[src/design/vnt_pkg.sv]
`default_nettype none
// ============================================================================
// vnt_pkg
// Shared types, constants and command codes of the von Neumann trend detector.
// ============================================================================
package vnt_pkg;

    localparam int SAMPLE_BITS_DEF = 24;
    localparam int MAX_SERIES_DEF  = 256;

    localparam int SAMPLE_W   = 24;
    localparam int RATIO_W    = 19;
    localparam int THR_W      = 16;
    localparam int FRAC_BITS  = 16;
    localparam int MUL_W      = 32;
    localparam int DIV_STEPS  = RATIO_W + 1;
    localparam int NUM_THR    = 4;
    localparam int CFG_IDX_W  = 2;
    localparam int CFG_DATA_W = THR_W;

    localparam logic [RATIO_W-1:0] RATIO_MAX = {RATIO_W{1'b1}};

    localparam int MIN_RATIO_COUNT = 4;
    localparam int MAX_JUDGE_COUNT = 7;

    localparam logic [CFG_IDX_W-1:0] CFG_THR_FOUR  = 2'd0;
    localparam logic [CFG_IDX_W-1:0] CFG_THR_FIVE  = 2'd1;
    localparam logic [CFG_IDX_W-1:0] CFG_THR_SIX   = 2'd2;
    localparam logic [CFG_IDX_W-1:0] CFG_THR_SEVEN = 2'd3;

    localparam logic [THR_W-1:0] THR_FOUR_RST  = 16'd51151;
    localparam logic [THR_W-1:0] THR_FIVE_RST  = 16'd53766;
    localparam logic [THR_W-1:0] THR_SIX_RST   = 16'd58340;
    localparam logic [THR_W-1:0] THR_SEVEN_RST = 16'd61335;

    localparam logic [2:0] MUL_XX    = 3'd0;
    localparam logic [2:0] MUL_DD    = 3'd1;
    localparam logic [2:0] MUL_ND_LO = 3'd2;
    localparam logic [2:0] MUL_ND_HI = 3'd3;
    localparam logic [2:0] MUL_NQ_LO = 3'd4;
    localparam logic [2:0] MUL_NQ_HI = 3'd5;
    localparam logic [2:0] MUL_SS    = 3'd6;

    localparam logic [2:0] ACC_NONE    = 3'd0;
    localparam logic [2:0] ACC_SUMSQ   = 3'd1;
    localparam logic [2:0] ACC_UPDATE  = 3'd2;
    localparam logic [2:0] ACC_NUM_LO  = 3'd3;
    localparam logic [2:0] ACC_NUM_HI  = 3'd4;
    localparam logic [2:0] ACC_DEN_LO  = 3'd5;
    localparam logic [2:0] ACC_DEN_HI  = 3'd6;
    localparam logic [2:0] ACC_DEN_SUB = 3'd7;

    typedef struct packed {
        logic [SAMPLE_W-1:0] sample;
        logic                first;
    } t_in_beat;

    typedef struct packed {
        logic [RATIO_W-1:0] ratio_q16;
        logic               ratio_valid;
        logic               judged;
        logic               trend;
    } t_out_beat;

    typedef struct packed {
        logic       load;
        logic [2:0] mul_sel;
        logic [2:0] acc_op;
        logic       div_init;
        logic       div_step;
        logic       out_load;
    } t_dp_cmd;

    typedef struct packed {
        logic out_free;
    } t_dp_status;

endpackage
`default_nettype wire

[src/design/vnt_datapath.sv]
`default_nettype none
// ============================================================================
// vnt_datapath
// Series accumulators, shared 32x32 multiplier, restoring divider, threshold
// registers and the result register.
// ============================================================================
module vnt_datapath #(
    parameter int SAMPLE_BITS = vnt_pkg::SAMPLE_BITS_DEF,
    parameter int MAX_SERIES  = vnt_pkg::MAX_SERIES_DEF
) (
    input  wire                              i_clk,
    input  wire                              i_rst_n,
    input  vnt_pkg::t_in_beat                i_in_data,
    input  vnt_pkg::t_dp_cmd                 i_cmd,
    output vnt_pkg::t_dp_status              o_status,
    input  wire                              i_cfg_we,
    input  wire [vnt_pkg::CFG_IDX_W-1:0]     i_cfg_index,
    input  wire [vnt_pkg::CFG_DATA_W-1:0]    i_cfg_data,
    output logic                             o_out_valid,
    input  wire                              i_out_stall,
    output vnt_pkg::t_out_beat               o_out_data
);

    localparam int MW     = vnt_pkg::MUL_W;
    localparam int PW     = 2 * MW;
    localparam int CNT_W  = $clog2(MAX_SERIES + 1);
    localparam int LOG_W  = $clog2(MAX_SERIES);
    localparam int SUM_W  = SAMPLE_BITS + LOG_W;
    localparam int SQ_W   = 2 * SAMPLE_BITS + LOG_W;
    localparam int WIDE_W = CNT_W + SQ_W;
    localparam int R_W    = WIDE_W + vnt_pkg::FRAC_BITS;
    localparam int DS     = vnt_pkg::DIV_STEPS;
    localparam int DV_W   = WIDE_W + DS - 1;
    localparam int RW     = vnt_pkg::RATIO_W;
    localparam int TW     = vnt_pkg::THR_W;
    localparam int TIDX_W = $clog2(vnt_pkg::NUM_THR);

    logic [SAMPLE_BITS-1:0] r_x;
    logic [SAMPLE_BITS-1:0] r_prev;
    logic [CNT_W-1:0]       r_cnt;
    logic [SUM_W-1:0]       r_sum;
    logic [SQ_W-1:0]        r_sumsq;
    logic [SQ_W-1:0]        r_dsq;
    logic [PW-1:0]          r_prod;
    logic [WIDE_W-1:0]      r_num;
    logic [WIDE_W-1:0]      r_den;
    logic [R_W-1:0]         r_rem;
    logic [DV_W-1:0]        r_dv;
    logic [DS-1:0]          r_quo;
    logic [TW-1:0]          r_thr [vnt_pkg::NUM_THR];
    logic                   r_out_valid;
    vnt_pkg::t_out_beat     r_out;

    logic [SAMPLE_BITS-1:0] w_diff;
    logic [PW-1:0]          w_dsq64;
    logic [PW-1:0]          w_sumsq64;
    logic [MW-1:0]          w_mul_a;
    logic [MW-1:0]          w_mul_b;
    logic                   w_take;
    logic                   w_ge;
    logic                   w_ratio_ok;
    logic                   w_judged;
    logic [TIDX_W-1:0]      w_thr_idx;
    logic [RW-1:0]          w_ratio;
    vnt_pkg::t_out_beat     w_out;

    assign w_diff    = (r_x >= r_prev) ? (r_x - r_prev) : (r_prev - r_x);
    assign w_dsq64   = PW'(r_dsq);
    assign w_sumsq64 = PW'(r_sumsq);
    assign w_take    = (r_cnt < CNT_W'(MAX_SERIES));
    assign w_ge      = (DV_W'(r_rem) >= r_dv);

    always_comb begin
        w_mul_a = MW'(r_cnt);
        w_mul_b = w_dsq64[MW-1:0];
        case (i_cmd.mul_sel)
            vnt_pkg::MUL_XX: begin
                w_mul_a = MW'(r_x);
                w_mul_b = MW'(r_x);
            end
            vnt_pkg::MUL_DD: begin
                w_mul_a = MW'(w_diff);
                w_mul_b = MW'(w_diff);
            end
            vnt_pkg::MUL_ND_LO: w_mul_b = w_dsq64[MW-1:0];
            vnt_pkg::MUL_ND_HI: w_mul_b = w_dsq64[PW-1:MW];
            vnt_pkg::MUL_NQ_LO: w_mul_b = w_sumsq64[MW-1:0];
            vnt_pkg::MUL_NQ_HI: w_mul_b = w_sumsq64[PW-1:MW];
            vnt_pkg::MUL_SS: begin
                w_mul_a = MW'(r_sum);
                w_mul_b = MW'(r_sum);
            end
            default: begin
                w_mul_a = MW'(r_cnt);
                w_mul_b = w_dsq64[MW-1:0];
            end
        endcase
    end

    always_ff @(posedge i_clk) begin
        r_prod <= w_mul_a * w_mul_b;
        if (i_cmd.load) begin
            r_x <= i_in_data.sample[SAMPLE_BITS-1:0];
        end
        case (i_cmd.acc_op)
            vnt_pkg::ACC_NUM_LO:  r_num <= WIDE_W'(r_prod);
            vnt_pkg::ACC_NUM_HI:  r_num <= r_num + (WIDE_W'(r_prod) << MW);
            vnt_pkg::ACC_DEN_LO:  r_den <= WIDE_W'(r_prod);
            vnt_pkg::ACC_DEN_HI:  r_den <= r_den + (WIDE_W'(r_prod) << MW);
            vnt_pkg::ACC_DEN_SUB: r_den <= r_den - WIDE_W'(r_prod);
            default: begin
                r_num <= r_num;
            end
        endcase
        if (i_cmd.div_init) begin
            r_rem <= R_W'(r_num) << vnt_pkg::FRAC_BITS;
            r_dv  <= DV_W'(r_den) << (DS - 1);
        end else if (i_cmd.div_step) begin
            if (w_ge) begin
                r_rem <= r_rem - R_W'(r_dv);
            end
            r_dv  <= r_dv >> 1;
            r_quo <= {r_quo[DS-2:0], w_ge};
        end
        if (i_cmd.out_load) begin
            r_out <= w_out;
        end
    end

    always_ff @(posedge i_clk) begin
        if (!i_rst_n) begin
            r_cnt   <= '0;
            r_sum   <= '0;
            r_sumsq <= '0;
            r_dsq   <= '0;
            r_prev  <= '0;
        end else if (i_cmd.load && i_in_data.first) begin
            r_cnt   <= '0;
            r_sum   <= '0;
            r_sumsq <= '0;
            r_dsq   <= '0;
            r_prev  <= '0;
        end else if (i_cmd.acc_op == vnt_pkg::ACC_SUMSQ) begin
            if (w_take) begin
                r_sumsq <= r_sumsq + SQ_W'(r_prod);
            end
        end else if (i_cmd.acc_op == vnt_pkg::ACC_UPDATE) begin
            if (w_take) begin
                if (r_cnt != '0) begin
                    r_dsq <= r_dsq + SQ_W'(r_prod);
                end
                r_sum  <= r_sum + SUM_W'(r_x);
                r_prev <= r_x;
                r_cnt  <= r_cnt + CNT_W'(1);
            end
        end
    end

    always_ff @(posedge i_clk) begin
        if (!i_rst_n) begin
            r_thr[vnt_pkg::CFG_THR_FOUR]  <= vnt_pkg::THR_FOUR_RST;
            r_thr[vnt_pkg::CFG_THR_FIVE]  <= vnt_pkg::THR_FIVE_RST;
            r_thr[vnt_pkg::CFG_THR_SIX]   <= vnt_pkg::THR_SIX_RST;
            r_thr[vnt_pkg::CFG_THR_SEVEN] <= vnt_pkg::THR_SEVEN_RST;
        end else if (i_cfg_we) begin
            r_thr[i_cfg_index] <= i_cfg_data;
        end
    end

    always_ff @(posedge i_clk) begin
        if (!i_rst_n) begin
            r_out_valid <= 1'b0;
        end else if (i_cmd.out_load) begin
            r_out_valid <= 1'b1;
        end else if (!i_out_stall) begin
            r_out_valid <= 1'b0;
        end
    end

    always_comb begin
        w_ratio_ok = (r_cnt >= CNT_W'(vnt_pkg::MIN_RATIO_COUNT));
        w_judged   = w_ratio_ok && (r_cnt <= CNT_W'(vnt_pkg::MAX_JUDGE_COUNT));
        w_thr_idx  = TIDX_W'(r_cnt - CNT_W'(vnt_pkg::MIN_RATIO_COUNT));
        w_ratio    = r_quo[DS-1] ? vnt_pkg::RATIO_MAX : r_quo[RW-1:0];
        w_out.ratio_q16   = w_ratio_ok ? w_ratio : '0;
        w_out.ratio_valid = w_ratio_ok;
        w_out.judged      = w_judged;
        w_out.trend       = w_judged && (w_ratio <= RW'(r_thr[w_thr_idx]));
    end

    assign o_status.out_free = !r_out_valid || !i_out_stall;
    assign o_out_valid       = r_out_valid;
    assign o_out_data        = r_out;

endmodule
`default_nettype wire

[src/design/vnt_controller.sv]
`default_nettype none
// ============================================================================
// vnt_controller
// Sequencer that steps the datapath through update, products, division and
// result hand-off for one beat at a time.
// ============================================================================
module vnt_controller (
    input  wire                  i_clk,
    input  wire                  i_rst_n,
    input  wire                  i_in_valid,
    output logic                 o_in_stall,
    input  vnt_pkg::t_dp_status  i_status,
    output vnt_pkg::t_dp_cmd     o_cmd
);

    localparam int STEP_W = $clog2(vnt_pkg::DIV_STEPS);

    localparam logic [3:0] ST_IDLE = 4'd0;
    localparam logic [3:0] ST_SQ   = 4'd1;
    localparam logic [3:0] ST_DD   = 4'd2;
    localparam logic [3:0] ST_UPD  = 4'd3;
    localparam logic [3:0] ST_ND0  = 4'd4;
    localparam logic [3:0] ST_ND1  = 4'd5;
    localparam logic [3:0] ST_NQ0  = 4'd6;
    localparam logic [3:0] ST_NQ1  = 4'd7;
    localparam logic [3:0] ST_SS   = 4'd8;
    localparam logic [3:0] ST_DEN  = 4'd9;
    localparam logic [3:0] ST_DIVI = 4'd10;
    localparam logic [3:0] ST_DIV  = 4'd11;
    localparam logic [3:0] ST_OUT  = 4'd12;

    logic [3:0]        r_state;
    logic [3:0]        n_state;
    logic [STEP_W-1:0] r_step;
    logic [STEP_W-1:0] n_step;
    vnt_pkg::t_dp_cmd  w_cmd;

    always_comb begin
        n_state        = r_state;
        n_step         = r_step;
        w_cmd          = '0;
        w_cmd.mul_sel  = vnt_pkg::MUL_XX;
        w_cmd.acc_op   = vnt_pkg::ACC_NONE;
        case (r_state)
            ST_IDLE: begin
                if (i_in_valid) begin
                    w_cmd.load = 1'b1;
                    n_state    = ST_SQ;
                end
            end
            ST_SQ: begin
                w_cmd.mul_sel = vnt_pkg::MUL_XX;
                n_state       = ST_DD;
            end
            ST_DD: begin
                w_cmd.mul_sel = vnt_pkg::MUL_DD;
                w_cmd.acc_op  = vnt_pkg::ACC_SUMSQ;
                n_state       = ST_UPD;
            end
            ST_UPD: begin
                w_cmd.acc_op = vnt_pkg::ACC_UPDATE;
                n_state      = ST_ND0;
            end
            ST_ND0: begin
                w_cmd.mul_sel = vnt_pkg::MUL_ND_LO;
                n_state       = ST_ND1;
            end
            ST_ND1: begin
                w_cmd.mul_sel = vnt_pkg::MUL_ND_HI;
                w_cmd.acc_op  = vnt_pkg::ACC_NUM_LO;
                n_state       = ST_NQ0;
            end
            ST_NQ0: begin
                w_cmd.mul_sel = vnt_pkg::MUL_NQ_LO;
                w_cmd.acc_op  = vnt_pkg::ACC_NUM_HI;
                n_state       = ST_NQ1;
            end
            ST_NQ1: begin
                w_cmd.mul_sel = vnt_pkg::MUL_NQ_HI;
                w_cmd.acc_op  = vnt_pkg::ACC_DEN_LO;
                n_state       = ST_SS;
            end
            ST_SS: begin
                w_cmd.mul_sel = vnt_pkg::MUL_SS;
                w_cmd.acc_op  = vnt_pkg::ACC_DEN_HI;
                n_state       = ST_DEN;
            end
            ST_DEN: begin
                w_cmd.acc_op = vnt_pkg::ACC_DEN_SUB;
                n_state      = ST_DIVI;
            end
            ST_DIVI: begin
                w_cmd.div_init = 1'b1;
                n_step         = '0;
                n_state        = ST_DIV;
            end
            ST_DIV: begin
                w_cmd.div_step = 1'b1;
                n_step         = r_step + STEP_W'(1);
                if (r_step == STEP_W'(vnt_pkg::DIV_STEPS - 1)) begin
                    n_state = ST_OUT;
                end
            end
            ST_OUT: begin
                if (i_status.out_free) begin
                    w_cmd.out_load = 1'b1;
                    n_state        = ST_IDLE;
                end
            end
            default: begin
                n_state = ST_IDLE;
            end
        endcase
    end

    always_ff @(posedge i_clk) begin
        if (!i_rst_n) begin
            r_state <= ST_IDLE;
            r_step  <= '0;
        end else begin
            r_state <= n_state;
            r_step  <= n_step;
        end
    end

    assign o_in_stall = (r_state != ST_IDLE);
    assign o_cmd      = w_cmd;

endmodule
`default_nettype wire

[src/design/von_neumann_trend_detector.sv]
`default_nettype none
// ============================================================================
// von_neumann_trend_detector
// Running von Neumann ratio over a series of samples with a trend judgment
// for short series.
// ============================================================================
// Each accepted beat is worked through to its result before the block
// accepts the next beat, once the previous result has been taken; the work
// is seven passes through one shared 32x32 multiplier and a 20-step
// restoring divider that yields the saturated Q3.16 ratio. A result
// waiting in the output register does not hold off the next beat's work.
module von_neumann_trend_detector #(
    parameter int SAMPLE_BITS = vnt_pkg::SAMPLE_BITS_DEF,
    parameter int MAX_SERIES  = vnt_pkg::MAX_SERIES_DEF
) (
    input  wire                              i_clk,
    input  wire                              i_rst_n,
    input  wire                              i_in_valid,
    output logic                             o_in_stall,
    input  vnt_pkg::t_in_beat                i_in_data,
    output logic                             o_out_valid,
    input  wire                              i_out_stall,
    output vnt_pkg::t_out_beat               o_out_data,
    input  wire                              i_cfg_we,
    input  wire [vnt_pkg::CFG_IDX_W-1:0]     i_cfg_index,
    input  wire [vnt_pkg::CFG_DATA_W-1:0]    i_cfg_data
);

    vnt_pkg::t_dp_cmd    w_cmd;
    vnt_pkg::t_dp_status w_status;

    vnt_controller u_ctrl (
        .i_clk      (i_clk),
        .i_rst_n    (i_rst_n),
        .i_in_valid (i_in_valid),
        .o_in_stall (o_in_stall),
        .i_status   (w_status),
        .o_cmd      (w_cmd)
    );

    vnt_datapath #(
        .SAMPLE_BITS (SAMPLE_BITS),
        .MAX_SERIES  (MAX_SERIES)
    ) u_dp (
        .i_clk       (i_clk),
        .i_rst_n     (i_rst_n),
        .i_in_data   (i_in_data),
        .i_cmd       (w_cmd),
        .o_status    (w_status),
        .i_cfg_we    (i_cfg_we),
        .i_cfg_index (i_cfg_index),
        .i_cfg_data  (i_cfg_data),
        .o_out_valid (o_out_valid),
        .i_out_stall (i_out_stall),
        .o_out_data  (o_out_data)
    );

endmodule
`default_nettype wire

[config.mk]
export PLATFORM = sky130hd
export DESIGN_NAME = von_neumann_trend_detector
export DESIGN_NICKNAME = d
export VERILOG_FILES = /design/src/design/vnt_pkg.sv /design/src/design/vnt_datapath.sv /design/src/design/vnt_controller.sv /design/src/design/von_neumann_trend_detector.sv
export SDC_FILE = /design/constraint.sdc
export NUM_CORES = 2
export LEC_CHECK = 0
export BUFFER_PORTS_ARGS = -buffer_cell sky130_fd_sc_hd__buf_4
export CORE_MARGIN = 2
export CORE_UTILIZATION = 50
export CTS_CLUSTER_SIZE = 25
export DETAILED_ROUTE_END_ITERATION = 8
export HOLD_SLACK_MARGIN = 0.03
export PLACE_DENSITY = 0.64
export SETUP_SLACK_MARGIN = 0.2
export SYNTH_ARGS = -nofsm -noshare
export SYNTH_HDL_FRONTEND = slang
export SYNTH_SLANG_ARGS = --single-unit
[constraint.sdc]
create_clock -name i_clk -period 12.26 [get_ports i_clk]
set_input_delay 1.839 -clock i_clk [delete_from_list [all_inputs] [get_ports i_clk]]
set_output_delay 1.839 -clock i_clk [all_outputs]
set_load 0.05 [all_outputs]
==> impl_results.md <==
- Status: completed
- Row cnt: approximately 150
- Hold path startpoint: u_dp.r_quo[8]$_DFFE_PP_
- Largest net degree at the start of global routing: 153
- Fin Setup TNS: 0 ps
- Worst Path Arrival: roughly 12000 ps
- Filler cell count: 14680
- H-tree depth: 3
- Async set-reset flop share out of synthesis: 0
- Crit path largest cell delay: between 500 and 600 ps
- Dominant cell type by area after synthesis: fa_1
- R2r setup slk: between 700 and 800 ps
- Vias in the first global route: between 60000 and 70000
- Worst skew pair latency: between 700 and 800 ps
- Worst r2r dst: u_dp.r_prod[58]$_DFF_P_
- Yosys Warn Count: 0
- Worst-path fanout max: 8
- Crit path time final: approximately 12000 ps
- Hold Crit Class: flop to flop
- Critical path class: flop to flop
- Critical-path top delay cell: fa_1
- Core Box Area: 158700 um^2
- Hold path endpoint: u_dp.r_quo[9]$_DFFE_PP_
- Root buf cell: clkbuf_16
- Post-route DRC: 0
- Hold Crit Depth: 0
- Die H: around 400 um
- TritonCTS clock tree: yes
- EDFF count, synth: between 300 and 400
- Via count: 67440
- Mapped Nets: approximately 11000
- Endpoints failing hold: 0
- GRT Util Overall: 0.3385
- Number of buffers created by CTS: slightly above 80
- Synthesized cell area: about 80000 um^2
- Area growth from synthesis to layout: 7.988%
- Total die area: 163400 um^2
- Total Wirelength: 275400 um
- Family with the most delay on the worst path: adder cells
- FMAX: 86.92 MHz
- Drt via density: around 5.9
- First-pass GRT wire length: about 420000 um
- Cells after synthesis: approximately 9300
- Grt total ovfl: 0
- Setup Skew: between 80 and 90 ps
- Reg clk slew, reported paths: 60 ps
- Initial antenna violation count: 3
- DIE WIDTH: 404.2 um
- Synth area leaders: fa_1 (23%), edfxtp_1 (15%), ha_1 (10%)
- Final period util: 0.9384
- Ys flop type: edfxtp_1
- Routability cong.: between 0.9 and 1
- Drt initial violations: about 6400
- Worst R2R Start: u_dp.r_x[1]$_DFFE_PP_
- Clock sinks: 678
- WP data required: approximately 13000 ps
- Worst r2r path cells: 40
- Fraction of final layout cells sized beyond drive strength 1: 0.06678
- Drt wl/cell: about 24 um
- Register area share after synthesis: 0.2182
- Final setup vio count: 0
- Element type at the critical path end: flop
- Max_cap viols: 0
- Most used cell, CP: fa_1
- WP buf/inv: 8
- Hold Buf Count CTS: 0
- Synth unique cells: 91
- Worst-Margin Slew: about 1300 ps
- Io pins: 72
- CP startpoint kind: flop
- Clock buffer depth: 3
- Yosys top cell area share: 0.2262
- Antenna viol nets, final: 0
- Syn Area/Cell: roughly 8.6 um^2
- Final #Nets: approximately 11000
- RSZ-0062 raised after global routing: no
- Initial Utilization: 0.5045
- Post-DP HPWL: between 200000 and 250000 um
- Max transition margin: 0.1387
- Drt first pass iters: 6
- Register bit count reported by yosys: 678
- # port buffers: 71
- Fin. max-slew vios: 0
how the worst max path moves through the flow:
stage / to / from / slack (ps) / cells past startpoint
6_report: u_dp.r_prod[58]$_DFF_P_ / u_dp.r_x[1]$_DFFE_PP_ / 760 / 40
5_1_grt: u_dp.r_prod[60]$_DFF_P_ / u_dp.r_x[0]$_DFFE_PP_ / 210 / 45
4_1_cts: u_dp.r_prod[60]$_DFF_P_ / u_dp.r_x[0]$_DFFE_PP_ / 210 / 40
3_5_place_dp: u_dp.r_prod[60]$_DFF_P_ / u_dp.r_x[0]$_DFFE_PP_ / 130 / 40
3_3_place_gp: u_dp.r_prod[60]$_DFF_P_ / u_dp.r_x[0]$_DFFE_PP_ / 170 / 40
2_1_floorplan: u_dp.r_prod[58]$_DFF_P_ / u_dp.r_x[0]$_DFFE_PP_ / 1540 / 44
synth_stat cells, drive strengths merged, types with 51 or more instances:
library cell / n
or2: 55
nor2: 835
fa: 905
inv: 1386
buf: 95
o21a: 58
a21oi: 643
and3: 51
nor2b: 54
edfxtp: 390
clkbuf: 357
xor2: 149
and2: 69
a22o: 71
nand4: 92
nand2b: 142
xnor2: 248
o21ai: 462
o21bai: 66
nand3: 114
nand2: 1083
dfxtp: 288
ha: 672
a21o: 270
o22ai: 56
nor3: 80
per-layer routing:
layer / global-route usage / vias to the layer above / wire length (um)
li1: - / 30660 / -
met1: 0.4496 / 33350 / 113400
met2: 0.5341 / 2832 / 123000
met3: 0.06620 / 594 / 23680
met4: 0.1559 / 2 / 15310
met5: 0 / - / 13
flip-flops by register name (all words and copies together), names as in the netlist, 24 cells and up, named ones only:
signal / flops
u_dp.r_thr: 64
u_dp.r_den: 65
u_dp.r_sum: 32
u_dp.r_dv: 84
u_dp.r_prev: 24
u_dp.r_sumsq: 56
u_dp.r_rem: 81
u_dp.r_x: 24
u_dp.r_dsq: 56
u_dp.r_num: 65
u_dp.r_prod: 64
placed cells by master, fill, tap and decap left out, types with 149 or more instances in the layout:
cell,n
o21ai_0,440
xnor2_1,248
buf_4,301
edfxtp_1,390
a21oi_1,637
xor2_1,149
fa_1,905
nor2_1,829
inv_1,1378
ha_1,671
dfxtp_1,287
a21o_1,269
nand2_1,1081
kinds of logic after synthesis:
| logic type | after synthesis | synth area share |
|---|---|---|
| buf+inv | 1843 | 0.08771 |
| xor+xnor | 397 | 0.04342 |
| compound gates | 2044 | 0.1615 |
| mux | 60 | 0.01103 |
| fa+ha+maj | 1577 | 0.3312 |
| flops | 678 | 0.2182 |
| simple gates | 2673 | 0.1469 |
area by class of cell:
type	instances	area [um^2]	area share
Multi-Input combinational cell	6751	55890	0.6463
Inverter	1391	5225	0.06042
Antenna cell	2	5.005	0.00005787
Clock buffer	105	2272	0.02627
Timing Repair Buffer	310	2405	0.02781
Clock inverter	49	613.1	0.007089
Tap cell	2072	2592	0.02998
Sequential cell	678	17480	0.2021
worst register-to-register path: cells and delay by family (launching register included):
| kind | cells | cell delay (ps) |
|---|---|---|
| simple gates | 6 | 720 |
| xor+xnor | 2 | 310 |
| buf+inv | 8 | 1220 |
| fa+ha+maj | 10 | 4960 |
| flops | 1 | 500 |
| mux | 1 | 140 |
| compound gates | 13 | 3640 |
timing repair:
item / CTS / global route
setup buffers: 0 / 9
gates resized for setup: 1 / 26
setup endpoints to repair: 1 / 19
pin swaps: 0 / 4
metrics by stage:
stage / setup WS (ps) / hold slack (ps) / std cells / utilization / instance area, um^2
final: 755.6 / 434.2 / 11360 / 0.5448 / 86480
after global routing: 208.7 / 453.2 / 11360 / 0.5448 / 86480
after CTS: 213.7 / 436.8 / 11350 / 0.5437 / 86310
after detailed placement: 125.3 / 422.8 / 11190 / 0.5255 / 83430
after global placement: 172.7 / 421.4 / 11190 / 0.5255 / 83430
after floorplan: 1539 / 417.4 / 9272 / - / 80080
Power is left out: the tool's default activity adds up to more than one toggle a clock period on the data nets, which glitch-free logic cannot reach.
